===== src/iwdd_pkg.sv =====
// Shared types and constants for the input word debounce and decode block.
// No dependencies; imported by every module of the block.
`default_nettype none

package iwdd_pkg;

   // Fixed widths of the request and response fields.
   localparam int WORD_WIDTH  = 16;
   localparam int TICK_WIDTH  = 16;
   localparam int REV_WIDTH   = 32;
   localparam int CSR_IDX_W   = 2;

   // Configuration register indexes.
   localparam logic [CSR_IDX_W-1:0] CSR_DEBOUNCE_TICKS = 2'd0;
   localparam logic [CSR_IDX_W-1:0] CSR_READ_INTERVAL  = 2'd1;

   // Reset values of the configuration registers.
   localparam logic [TICK_WIDTH-1:0] DEBOUNCE_RESET = 16'd50;
   localparam logic [TICK_WIDTH-1:0] INTERVAL_RESET = 16'd100;

   // Bit positions within the input word.
   localparam int BIT_MANUAL = 0;
   localparam int BIT_AUTO   = 1;
   localparam int BIT_RESET  = 2;
   localparam int BIT_DOWN   = 3;
   localparam int BIT_UP     = 4;
   localparam int BIT_REV    = 5;
   localparam int BIT_CONT   = 10;
   localparam int BIT_C4     = 11;
   localparam int BIT_C3     = 12;
   localparam int BIT_C2     = 13;
   localparam int BIT_C1     = 14;

   // Mode codes.
   localparam logic [1:0] MODE_SEL_IDLE   = 2'd0;
   localparam logic [1:0] MODE_SEL_HAND   = 2'd1;
   localparam logic [1:0] MODE_SEL_SWITCH = 2'd2;

   // Cycle setting codes.
   localparam logic [2:0] CYC_NONE       = 3'd0;
   localparam logic [2:0] CYC_ONE        = 3'd1;
   localparam logic [2:0] CYC_TWO        = 3'd2;
   localparam logic [2:0] CYC_THREE      = 3'd3;
   localparam logic [2:0] CYC_FOUR       = 3'd4;
   localparam logic [2:0] CYC_CONTINUOUS = 3'd5;

   // Decoded switch state produced by the merging stage.
   typedef struct packed {
      logic [1:0] mode;
      logic [2:0] cycle_setting;
      logic       reset_pressed;
      logic       down_pressed;
      logic       up_pressed;
   } decode_type;

   // One complete response.
   typedef struct packed {
      logic [WORD_WIDTH-1:0] latched_word;
      logic [WORD_WIDTH-1:0] debounced_word;
      decode_type            decode;
      logic [REV_WIDTH-1:0]  revolutions;
      logic                  over_temp;
   } rsp_type;

endpackage

`default_nettype wire


===== src/iwdd_lane.sv =====
// One debounce lane: the debounced state and saturating age of a single input bit.
// Depends on iwdd_pkg for the threshold width.
`default_nettype none

module iwdd_lane #(
   parameter int AGE_WIDTH = 16
) (
   input  wire logic                             clock,
   input  wire logic                             reset,
   input  wire logic                             advance,
   input  wire logic                             cur_bit,
   input  wire logic [iwdd_pkg::TICK_WIDTH-1:0]  debounce_ticks,
   output logic                                  deb_next
);
   import iwdd_pkg::*;

   localparam int CMP_W = (AGE_WIDTH > TICK_WIDTH) ? AGE_WIDTH : TICK_WIDTH;

   logic                 deb_ff, deb_in;
   logic [AGE_WIDTH-1:0] age_ff, age_in;
   logic [AGE_WIDTH-1:0] age_inc;
   logic                 take;

   always_comb begin
      age_inc = (age_ff == {AGE_WIDTH{1'b1}}) ? age_ff : age_ff + AGE_WIDTH'(1);
      take    = (cur_bit != deb_ff) && (CMP_W'(age_inc) > CMP_W'(debounce_ticks));
      deb_in  = take ? cur_bit : deb_ff;
      age_in  = take ? '0 : age_inc;
   end

   assign deb_next = deb_in;

   always_ff @(posedge clock) begin
      if (reset) begin
         deb_ff <= 1'b0;
         age_ff <= '0;
      end else if (advance) begin
         deb_ff <= deb_in;
         age_ff <= age_in;
      end
   end

endmodule

`default_nettype wire


===== src/iwdd_merge.sv =====
// Merging stage: decodes mode, cycle setting and buttons from the debounced lanes.
// Depends on iwdd_pkg for bit positions, codes and decode_type.
`default_nettype none

module iwdd_merge (
   input  wire logic [iwdd_pkg::WORD_WIDTH-1:0] deb_word,
   output iwdd_pkg::decode_type                 decode
);
   import iwdd_pkg::*;

   logic [1:0] mode;

   always_comb begin
      if (deb_word[BIT_MANUAL] && !deb_word[BIT_AUTO]) begin
         mode = MODE_SEL_HAND;
      end else if (!deb_word[BIT_MANUAL] && deb_word[BIT_AUTO]) begin
         mode = MODE_SEL_SWITCH;
      end else begin
         mode = MODE_SEL_IDLE;
      end

      decode.mode = mode;
      if (deb_word[BIT_CONT]) begin
         decode.cycle_setting = CYC_CONTINUOUS;
      end else if (deb_word[BIT_C4]) begin
         decode.cycle_setting = CYC_FOUR;
      end else if (deb_word[BIT_C3]) begin
         decode.cycle_setting = CYC_THREE;
      end else if (deb_word[BIT_C2]) begin
         decode.cycle_setting = CYC_TWO;
      end else if (deb_word[BIT_C1]) begin
         decode.cycle_setting = CYC_ONE;
      end else begin
         decode.cycle_setting = CYC_NONE;
      end
      decode.reset_pressed = deb_word[BIT_RESET];
      decode.down_pressed  = (mode == MODE_SEL_HAND) && deb_word[BIT_DOWN];
      decode.up_pressed    = (mode == MODE_SEL_HAND) && deb_word[BIT_UP];
   end

endmodule

`default_nettype wire


===== src/iwdd_out_buf.sv =====
// Two-entry response buffer that decouples the tick datapath from response back-pressure.
// Depends on iwdd_pkg for rsp_type.
`default_nettype none

module iwdd_out_buf (
   input  wire logic              clock,
   input  wire logic              reset,
   input  wire logic              push,
   input  wire iwdd_pkg::rsp_type push_data,
   output logic                   has_room,
   output logic                   out_valid,
   input  wire logic              out_ready,
   output iwdd_pkg::rsp_type      out_data
);
   import iwdd_pkg::*;

   rsp_type    mem_ff [2];
   logic       wr_ptr_ff, wr_ptr_in;
   logic       rd_ptr_ff, rd_ptr_in;
   logic [1:0] count_ff, count_in;
   logic       pop;

   assign out_valid = (count_ff != 2'd0);
   assign has_room  = (count_ff != 2'd2);
   assign out_data  = mem_ff[rd_ptr_ff];
   assign pop       = out_valid && out_ready;

   always_comb begin
      wr_ptr_in = push ? ~wr_ptr_ff : wr_ptr_ff;
      rd_ptr_in = pop  ? ~rd_ptr_ff : rd_ptr_ff;
      count_in  = count_ff + {1'b0, push} - {1'b0, pop};
   end

   always_ff @(posedge clock) begin
      if (push) begin
         mem_ff[wr_ptr_ff] <= push_data;
      end
   end

   always_ff @(posedge clock) begin
      if (reset) begin
         wr_ptr_ff <= 1'b0;
         rd_ptr_ff <= 1'b0;
         count_ff  <= 2'd0;
      end else begin
         wr_ptr_ff <= wr_ptr_in;
         rd_ptr_ff <= rd_ptr_in;
         count_ff  <= count_in;
      end
   end

endmodule

`default_nettype wire


===== src/input_word_debounce_and_decode_core.sv =====
// Input word debounce and decode, top level. Depends on iwdd_pkg, iwdd_lane,
// iwdd_merge and iwdd_out_buf.
// A response is registered in a two-entry response buffer and offered after older ones.
// Throughput: one request per cycle while that buffer has room; each tick is a single pass
// through the lanes, and the buffer keeps requests flowing while a response waits.
// Reset (synchronous, active high) clears all ages, debounced bits, the latch and the count.
`default_nettype none

module input_word_debounce_and_decode_core #(
   parameter int NUM_INPUTS  = 16,
   parameter int AGE_WIDTH   = 16,
   parameter int COUNT_WIDTH = 32
) (
   input  wire logic                              clock,
   input  wire logic                              reset,
   // Request channel: one millisecond tick per request.
   input  wire logic                              req_valid,
   output logic                                   req_ready,
   input  wire logic [iwdd_pkg::WORD_WIDTH-1:0]   req_raw_word,
   input  wire logic                              req_temp_pin_n,
   input  wire logic                              req_clear_revolutions,
   // Response channel.
   output logic                                   rsp_valid,
   input  wire logic                              rsp_ready,
   output logic [iwdd_pkg::WORD_WIDTH-1:0]        rsp_latched_word,
   output logic [iwdd_pkg::WORD_WIDTH-1:0]        rsp_debounced_word,
   output logic [1:0]                             rsp_mode,
   output logic [2:0]                             rsp_cycle_setting,
   output logic                                   rsp_reset_pressed,
   output logic                                   rsp_down_pressed,
   output logic                                   rsp_up_pressed,
   output logic [iwdd_pkg::REV_WIDTH-1:0]         rsp_revolutions,
   output logic                                   rsp_over_temp,
   // Configuration write port.
   input  wire logic                              csr_write_en,
   input  wire logic [iwdd_pkg::CSR_IDX_W-1:0]    csr_index,
   input  wire logic [iwdd_pkg::TICK_WIDTH-1:0]   csr_wdata
);
   import iwdd_pkg::*;

   // Configuration registers.
   logic [TICK_WIDTH-1:0] debounce_ticks_ff;
   logic [TICK_WIDTH-1:0] read_interval_ff;

   // Tick state: read age, latched word, revolution edge detector and counter.
   logic [TICK_WIDTH-1:0]  read_age_ff, read_age_in;
   logic [TICK_WIDTH-1:0]  read_age_inc;
   logic [NUM_INPUTS-1:0]  latched_ff, latched_in;
   logic [NUM_INPUTS-1:0]  raw_ext;
   logic                   prev_rev_ff, prev_rev_in;
   logic [COUNT_WIDTH-1:0] rev_count_ff, rev_count_in;

   logic                   accept;
   logic [NUM_INPUTS-1:0]  deb_next;
   logic [WORD_WIDTH-1:0]  deb_word;
   logic [WORD_WIDTH-1:0]  latched_word;
   decode_type             decode;
   rsp_type                rsp_new;
   rsp_type                rsp_out;
   logic                   buf_room;

   assign accept    = req_valid && req_ready;
   assign req_ready = buf_room;

   // Configuration writes; indexes beyond the register list are ignored.
   always_ff @(posedge clock) begin
      if (reset) begin
         debounce_ticks_ff <= DEBOUNCE_RESET;
         read_interval_ff  <= INTERVAL_RESET;
      end else if (csr_write_en) begin
         unique case (csr_index)
            CSR_DEBOUNCE_TICKS: debounce_ticks_ff <= csr_wdata;
            CSR_READ_INTERVAL:  read_interval_ff  <= csr_wdata;
            default: ;
         endcase
      end
   end

   // The raw word is mapped onto the lanes; lanes beyond the raw word read zero,
   // and raw bits beyond the lane count are dropped.
   for (genvar i = 0; i < NUM_INPUTS; i++) begin : g_raw
      if (i < WORD_WIDTH) begin : g_bit
         assign raw_ext[i] = req_raw_word[i];
      end else begin : g_pad
         assign raw_ext[i] = 1'b0;
      end
   end

   // The read age saturates rather than wrapping. When it reaches the interval,
   // the raw word is latched during this same tick and the age restarts.
   always_comb begin
      read_age_inc = (read_age_ff == {TICK_WIDTH{1'b1}}) ? read_age_ff
                                                           : read_age_ff + TICK_WIDTH'(1);
      if (read_age_inc >= read_interval_ff) begin
         latched_in  = raw_ext;
         read_age_in = '0;
      end else begin
         latched_in  = latched_ff;
         read_age_in = read_age_inc;
      end
   end

   // One debounce lane per input bit, all working on the freshly latched word.
   for (genvar i = 0; i < NUM_INPUTS; i++) begin : g_lane
      iwdd_lane #(
         .AGE_WIDTH(AGE_WIDTH)
      ) u_lane (
         .clock         (clock),
         .reset         (reset),
         .advance       (accept),
         .cur_bit       (latched_in[i]),
         .debounce_ticks(debounce_ticks_ff),
         .deb_next      (deb_next[i])
      );
   end

   // Gather the lanes into the fixed-width response words; positions without a
   // lane read as zero.
   for (genvar i = 0; i < WORD_WIDTH; i++) begin : g_word
      if (i < NUM_INPUTS) begin : g_bit
         assign deb_word[i]     = deb_next[i];
         assign latched_word[i] = latched_in[i];
      end else begin : g_pad
         assign deb_word[i]     = 1'b0;
         assign latched_word[i] = 1'b0;
      end
   end

   iwdd_merge u_merge (
      .deb_word(deb_word),
      .decode  (decode)
   );

   // Rising edges of the latched revolution bit are counted; a clear request
   // takes priority over an edge in the same tick.
   always_comb begin
      prev_rev_in = latched_in[BIT_REV];
      if (req_clear_revolutions) begin
         rev_count_in = '0;
      end else if (latched_in[BIT_REV] && !prev_rev_ff) begin
         rev_count_in = rev_count_ff + COUNT_WIDTH'(1);
      end else begin
         rev_count_in = rev_count_ff;
      end
   end

   always_ff @(posedge clock) begin
      if (reset) begin
         read_age_ff  <= '0;
         latched_ff   <= '0;
         prev_rev_ff  <= 1'b0;
         rev_count_ff <= '0;
      end else if (accept) begin
         read_age_ff  <= read_age_in;
         latched_ff   <= latched_in;
         prev_rev_ff  <= prev_rev_in;
         rev_count_ff <= rev_count_in;
      end
   end

   always_comb begin
      rsp_new.latched_word   = latched_word;
      rsp_new.debounced_word = deb_word;
      rsp_new.decode         = decode;
      rsp_new.revolutions    = REV_WIDTH'(rev_count_in);
      rsp_new.over_temp      = ~req_temp_pin_n;
   end

   iwdd_out_buf u_out_buf (
      .clock    (clock),
      .reset    (reset),
      .push     (accept),
      .push_data(rsp_new),
      .has_room (buf_room),
      .out_valid(rsp_valid),
      .out_ready(rsp_ready),
      .out_data (rsp_out)
   );

   assign rsp_latched_word   = rsp_out.latched_word;
   assign rsp_debounced_word = rsp_out.debounced_word;
   assign rsp_mode           = rsp_out.decode.mode;
   assign rsp_cycle_setting  = rsp_out.decode.cycle_setting;
   assign rsp_reset_pressed  = rsp_out.decode.reset_pressed;
   assign rsp_down_pressed   = rsp_out.decode.down_pressed;
   assign rsp_up_pressed     = rsp_out.decode.up_pressed;
   assign rsp_revolutions    = rsp_out.revolutions;
   assign rsp_over_temp      = rsp_out.over_temp;

endmodule

`default_nettype wire


===== config.mk =====
export PLATFORM = sky130hd
export DESIGN_NAME = input_word_debounce_and_decode_core
export DESIGN_NICKNAME = d
export VERILOG_FILES = /design/src/iwdd_pkg.sv /design/src/iwdd_lane.sv /design/src/iwdd_merge.sv /design/src/iwdd_out_buf.sv /design/src/input_word_debounce_and_decode_core.sv
export SDC_FILE = /design/constraint.sdc
export NUM_CORES = 2
export LEC_CHECK = 0
export CAP_MARGIN = 20
export CORE_MARGIN = 1.5
export CORE_UTILIZATION = 60
export CTS_BUF_LIST = sky130_fd_sc_hd__clkbuf_8
export DETAILED_ROUTE_END_ITERATION = 10
export DONT_BUFFER_PORTS = 1
export GPL_TIMING_DRIVEN = 0
export PLACE_DENSITY = 0.84
export SLEW_MARGIN = 15
export SYNTH_ARGS = -nofsm -noshare
export SYNTH_HDL_FRONTEND = slang
export SYNTH_SLANG_ARGS = --single-unit

===== constraint.sdc =====
create_clock -name clock -period 16.5 [get_ports clock]
set_clock_uncertainty 0.2 [all_clocks]
set_input_delay 2.475 -clock clock [delete_from_list [all_inputs] [get_ports clock]]
set_output_delay 2.475 -clock clock [all_outputs]
set_load 0.01 [all_outputs]

==> results_dict.tcl <==
set metrics [dict create \
    status "finished clean" \
    peakVddDrop_mv 0.0747 \
    max_freq_ghz 0.156 \
    worst_r2r_endpoint "u_out_buf.mem_ff[0][36]$_DFFE_PP_" \
    cpMostUsedCell "clkbuf_1" \
    cts_sinks 517 \
    routed_via_density 6.59 \
    cp.required_ns 16.73 \
    ios 116 \
    yosys.area.top_type "dfxtp_1" \
    setup_viol 0 \
    seqCellArea_mm2 0.0118 \
    final_common_cell "nand2_1" \
    numCtsBuffers 88 \
    path_depth 9 \
    drtAntennaViolNets 0 \
    synth_area_per_cell_um2 8.93 \
    dieArea_mm2 0.0553 \
    drtIter0Drc 3539 \
    postCtsSetupBuffers 0 \
    r2r_start "read_age_ff[2]$_SDFFE_PP0P_" \
    insertion_delay_ns 0.70 \
    multi_input_area_mm2 0.0196 \
    place_area_mm2 0.0334 \
    p_per_area_mw_per_mm2 94.9 \
    ys.flop_type "dfxtp_1" \
    holdCritPathClass "register to register" \
    final_cell_mix "394 x nand2_1, 372 x dfxtp_1, 297 x nor2_1" \
    area_growth_pct 8.34 \
    clockBufferDepth 3 \
    ys_types 84 \
    ys_ff_latch 517 \
    timing.final.crit_share_pct 38.9 \
    p_leak_uw 0.0140 \
    worstSetupStartpointType "input pin" \
    synthCells 3621 \
    start_util_pct 61.1 \
    drc 0 \
    critical_path.max_stage_delay_ns 0.88 \
    grt_overflow 0 \
    rows 84 \
    vias 29500 \
    regToRegSetupSlack_ns 10.24 \
    synth_top_area_share_pct 23.1 \
    tightestPinTransition_ns 1.22 \
    slowest_stage "buf_1" \
    nets 4052 \
    cts_tree "done" \
    rsz0062_at_grt "false" \
    crit_path_max_fanout 26 \
    cts_root_buf "clkbuf_8" \
    chipWidth_um 235 \
    firstDrtPassIters 6 \
    power_uw 3330 \
    fillers 4250 \
    synthArstFlopShare_pct 0 \
    syn_area_mm2 0.0324 \
    finalHoldViolations 0 \
    end_kind "register" \
    report.final.slew_viol_count 0 \
    crit_start "req_valid" \
    syn_nets 3954 \
    worst_hold_slack_ns 0.256 \
    wl_per_cell_um 22.9 \
    min_period_ns 6.42 \
    yosys_warnings 0 \
    maxCapViolations 0 \
    worstPathCellList "nand2_1 -> clkbuf_1 -> clkbuf_1 -> clkbuf_1 -> buf_1 -> nor2_4 -> buf_16 -> buf_16 -> buf_12" \
    totalWireLength_mm 102 \
    postLayoutCoreUtil_pct 66.2 \
    cp_data_arrival_time_ns 6.65 \
    cts_hold_buf 0 \
    gp_congestion 0.985 \
    core_mm2 0.0530 \
    reg2reg_depth 16 \
    grt_max_degree 44 \
    synth_area_leaders "dfxtp_1 23%, edfxtp_1 13%, ha_1 11%, nand2_1 4.6%, xnor2_1 4.3%" \
    grt_pass1_wl_mm 155 \
    clk_pin_slew_ns 0.06 \
    cts_resized 0 \
    grtUsageTotal_pct 36.0 \
    drive_gt1_share_pct 9.43 \
    grt_pass1_vias 27300 \
    synth_edf_count 144 \
    antenna_found_initial 6 \
    critPathCapture "u_out_buf.mem_ff[0][72]$_DFFE_PP_" \
    die_y_um 235 \
    critical_path.top_delay_family "buffers and inverters" \
    relSlewSlack_pct 18.7 \
    path_buf_inv 7 \
    htree_num_levels 3 \
    yosysSeqAreaShare_pct 36.4 \
    fin_tns_setup_ns 0 \
    path_class "input pin to register" \
    stdcell_area_mm2 0.0351 \
    post-dp-hpwl_mm 70.3 \
    io_buffers 0 \
]
cell families after synthesis:
family	share of synthesized area, %
fa+ha+maj	11.3
flops	36.4
mux	4.43
xor+xnor	7.23
simple gates	21.8
compound gates	15.8
buf+inv	2.99
sequential cells by signal (all words and copies together), names as in the netlist, named ones only:
signal,count
latched_ff,16
u_out_buf.count_ff,2
read_age_ff,16
u_out_buf.rd_ptr_ff,1
read_interval_ff,16
g_lane.u_lane.age_ff,256
u_out_buf.wr_ptr_ff,1
rev_count_ff,32
u_out_buf.mem_ff,144
g_lane.u_lane.deb_ff,16
debounce_ticks_ff,16
cell usage after synthesis, types with 28 or more instances:
cell,number
a22o_1,95
o21a_1,30
inv_1,85
nor2_1,298
a21o_1,42
xnor2_1,158
xor2_1,109
nor3_1,88
nand3_1,196
dfxtp_1,373
or3_1,38
and2_1,28
and4_1,31
clkbuf_1,120
edfxtp_1,144
a211oi_1,42
and3_1,75
nand2_1,394
mux2_2,113
nand4_1,102
nor2b_1,43
a31oi_1,43
a21oi_1,230
ha_1,292
o21ai_0,94
worst register-to-register path, stage by stage (launching register included):
cell      delay (ns)
dfxtp_1         0.30
clkbuf_1        0.25
and4_1          0.28
nand4_1         0.16
nor2_1          0.28
a41oi_1         0.34
and4_1          0.33
xor2_1          0.17
ha_1            0.30
nand4_1         0.14
o311a_1         0.45
o21ai_2         0.72
buf_2           0.49
mux2i_1         0.37
inv_1           0.12
mux2i_1         0.66
o311ai_1        0.35
worst min path at each step:
stage | cells past startpoint | slack, ns | from | endpoint
after global routing | 2 | 0.27 | read_interval_ff[8]$_SDFFE_PP0P_ | read_interval_ff[8]$_SDFFE_PP0P_
after floorplan | 2 | 0.24 | debounce_ticks_ff[10]$_SDFFE_PP0P_ | debounce_ticks_ff[10]$_SDFFE_PP0P_
after global placement | 2 | 0.24 | debounce_ticks_ff[10]$_SDFFE_PP0P_ | debounce_ticks_ff[10]$_SDFFE_PP0P_
after CTS | 2 | 0.26 | read_interval_ff[11]$_SDFFE_PP0P_ | read_interval_ff[11]$_SDFFE_PP0P_
after detailed placement | 2 | 0.25 | read_interval_ff[11]$_SDFFE_PP0P_ | read_interval_ff[11]$_SDFFE_PP0P_
final | 2 | 0.26 | read_interval_ff[8]$_SDFFE_PP0P_ | read_interval_ff[8]$_SDFFE_PP0P_
stage by stage:
stage / setup slack (ns) / std cells
2_1_floorplan: 9.46 / 3621
3_3_place_gp: 6.28 / 4309
3_5_place_dp: 9.74 / 4317
4_1_cts: 10.41 / 4474
5_1_grt: 10.08 / 4476
6_report: 10.08 / 4477
report_power, final:
| group | internal, µW | leakage, µW | total (µW) | switching [µW] |
|---|---|---|---|---|
| sequential | 1410 | 0.00441 | 1460 | 51.4 |
| clock | 563 | 0.000960 | 1110 | 548 |
| combinational | 247 | 0.00860 | 754 | 507 |
| total | 2220 | 0.0140 | 3330 | 1110 |
final cells by class:
class | instances | share of cell area (%)
inverters | 85 | 0.910
plain buffers | 160 | 1.85
clock buffers | 102 | 4.01
diodes | 3 | 0.0214
repair buffers | 8 | 0.471
multi-input cells | 2859 | 55.9
clock inverters | 55 | 0.700
well taps | 688 | 2.46
flip-flops and latches | 517 | 33.6
per-layer routing:
layer	wire [µm]	track usage [%]
met5	44	0
met4	6410	20.6
met3	12800	9.98
met2	43700	54.8
met1	39500	46.0
No activity file was read; power rests on OpenSTA's default activity.
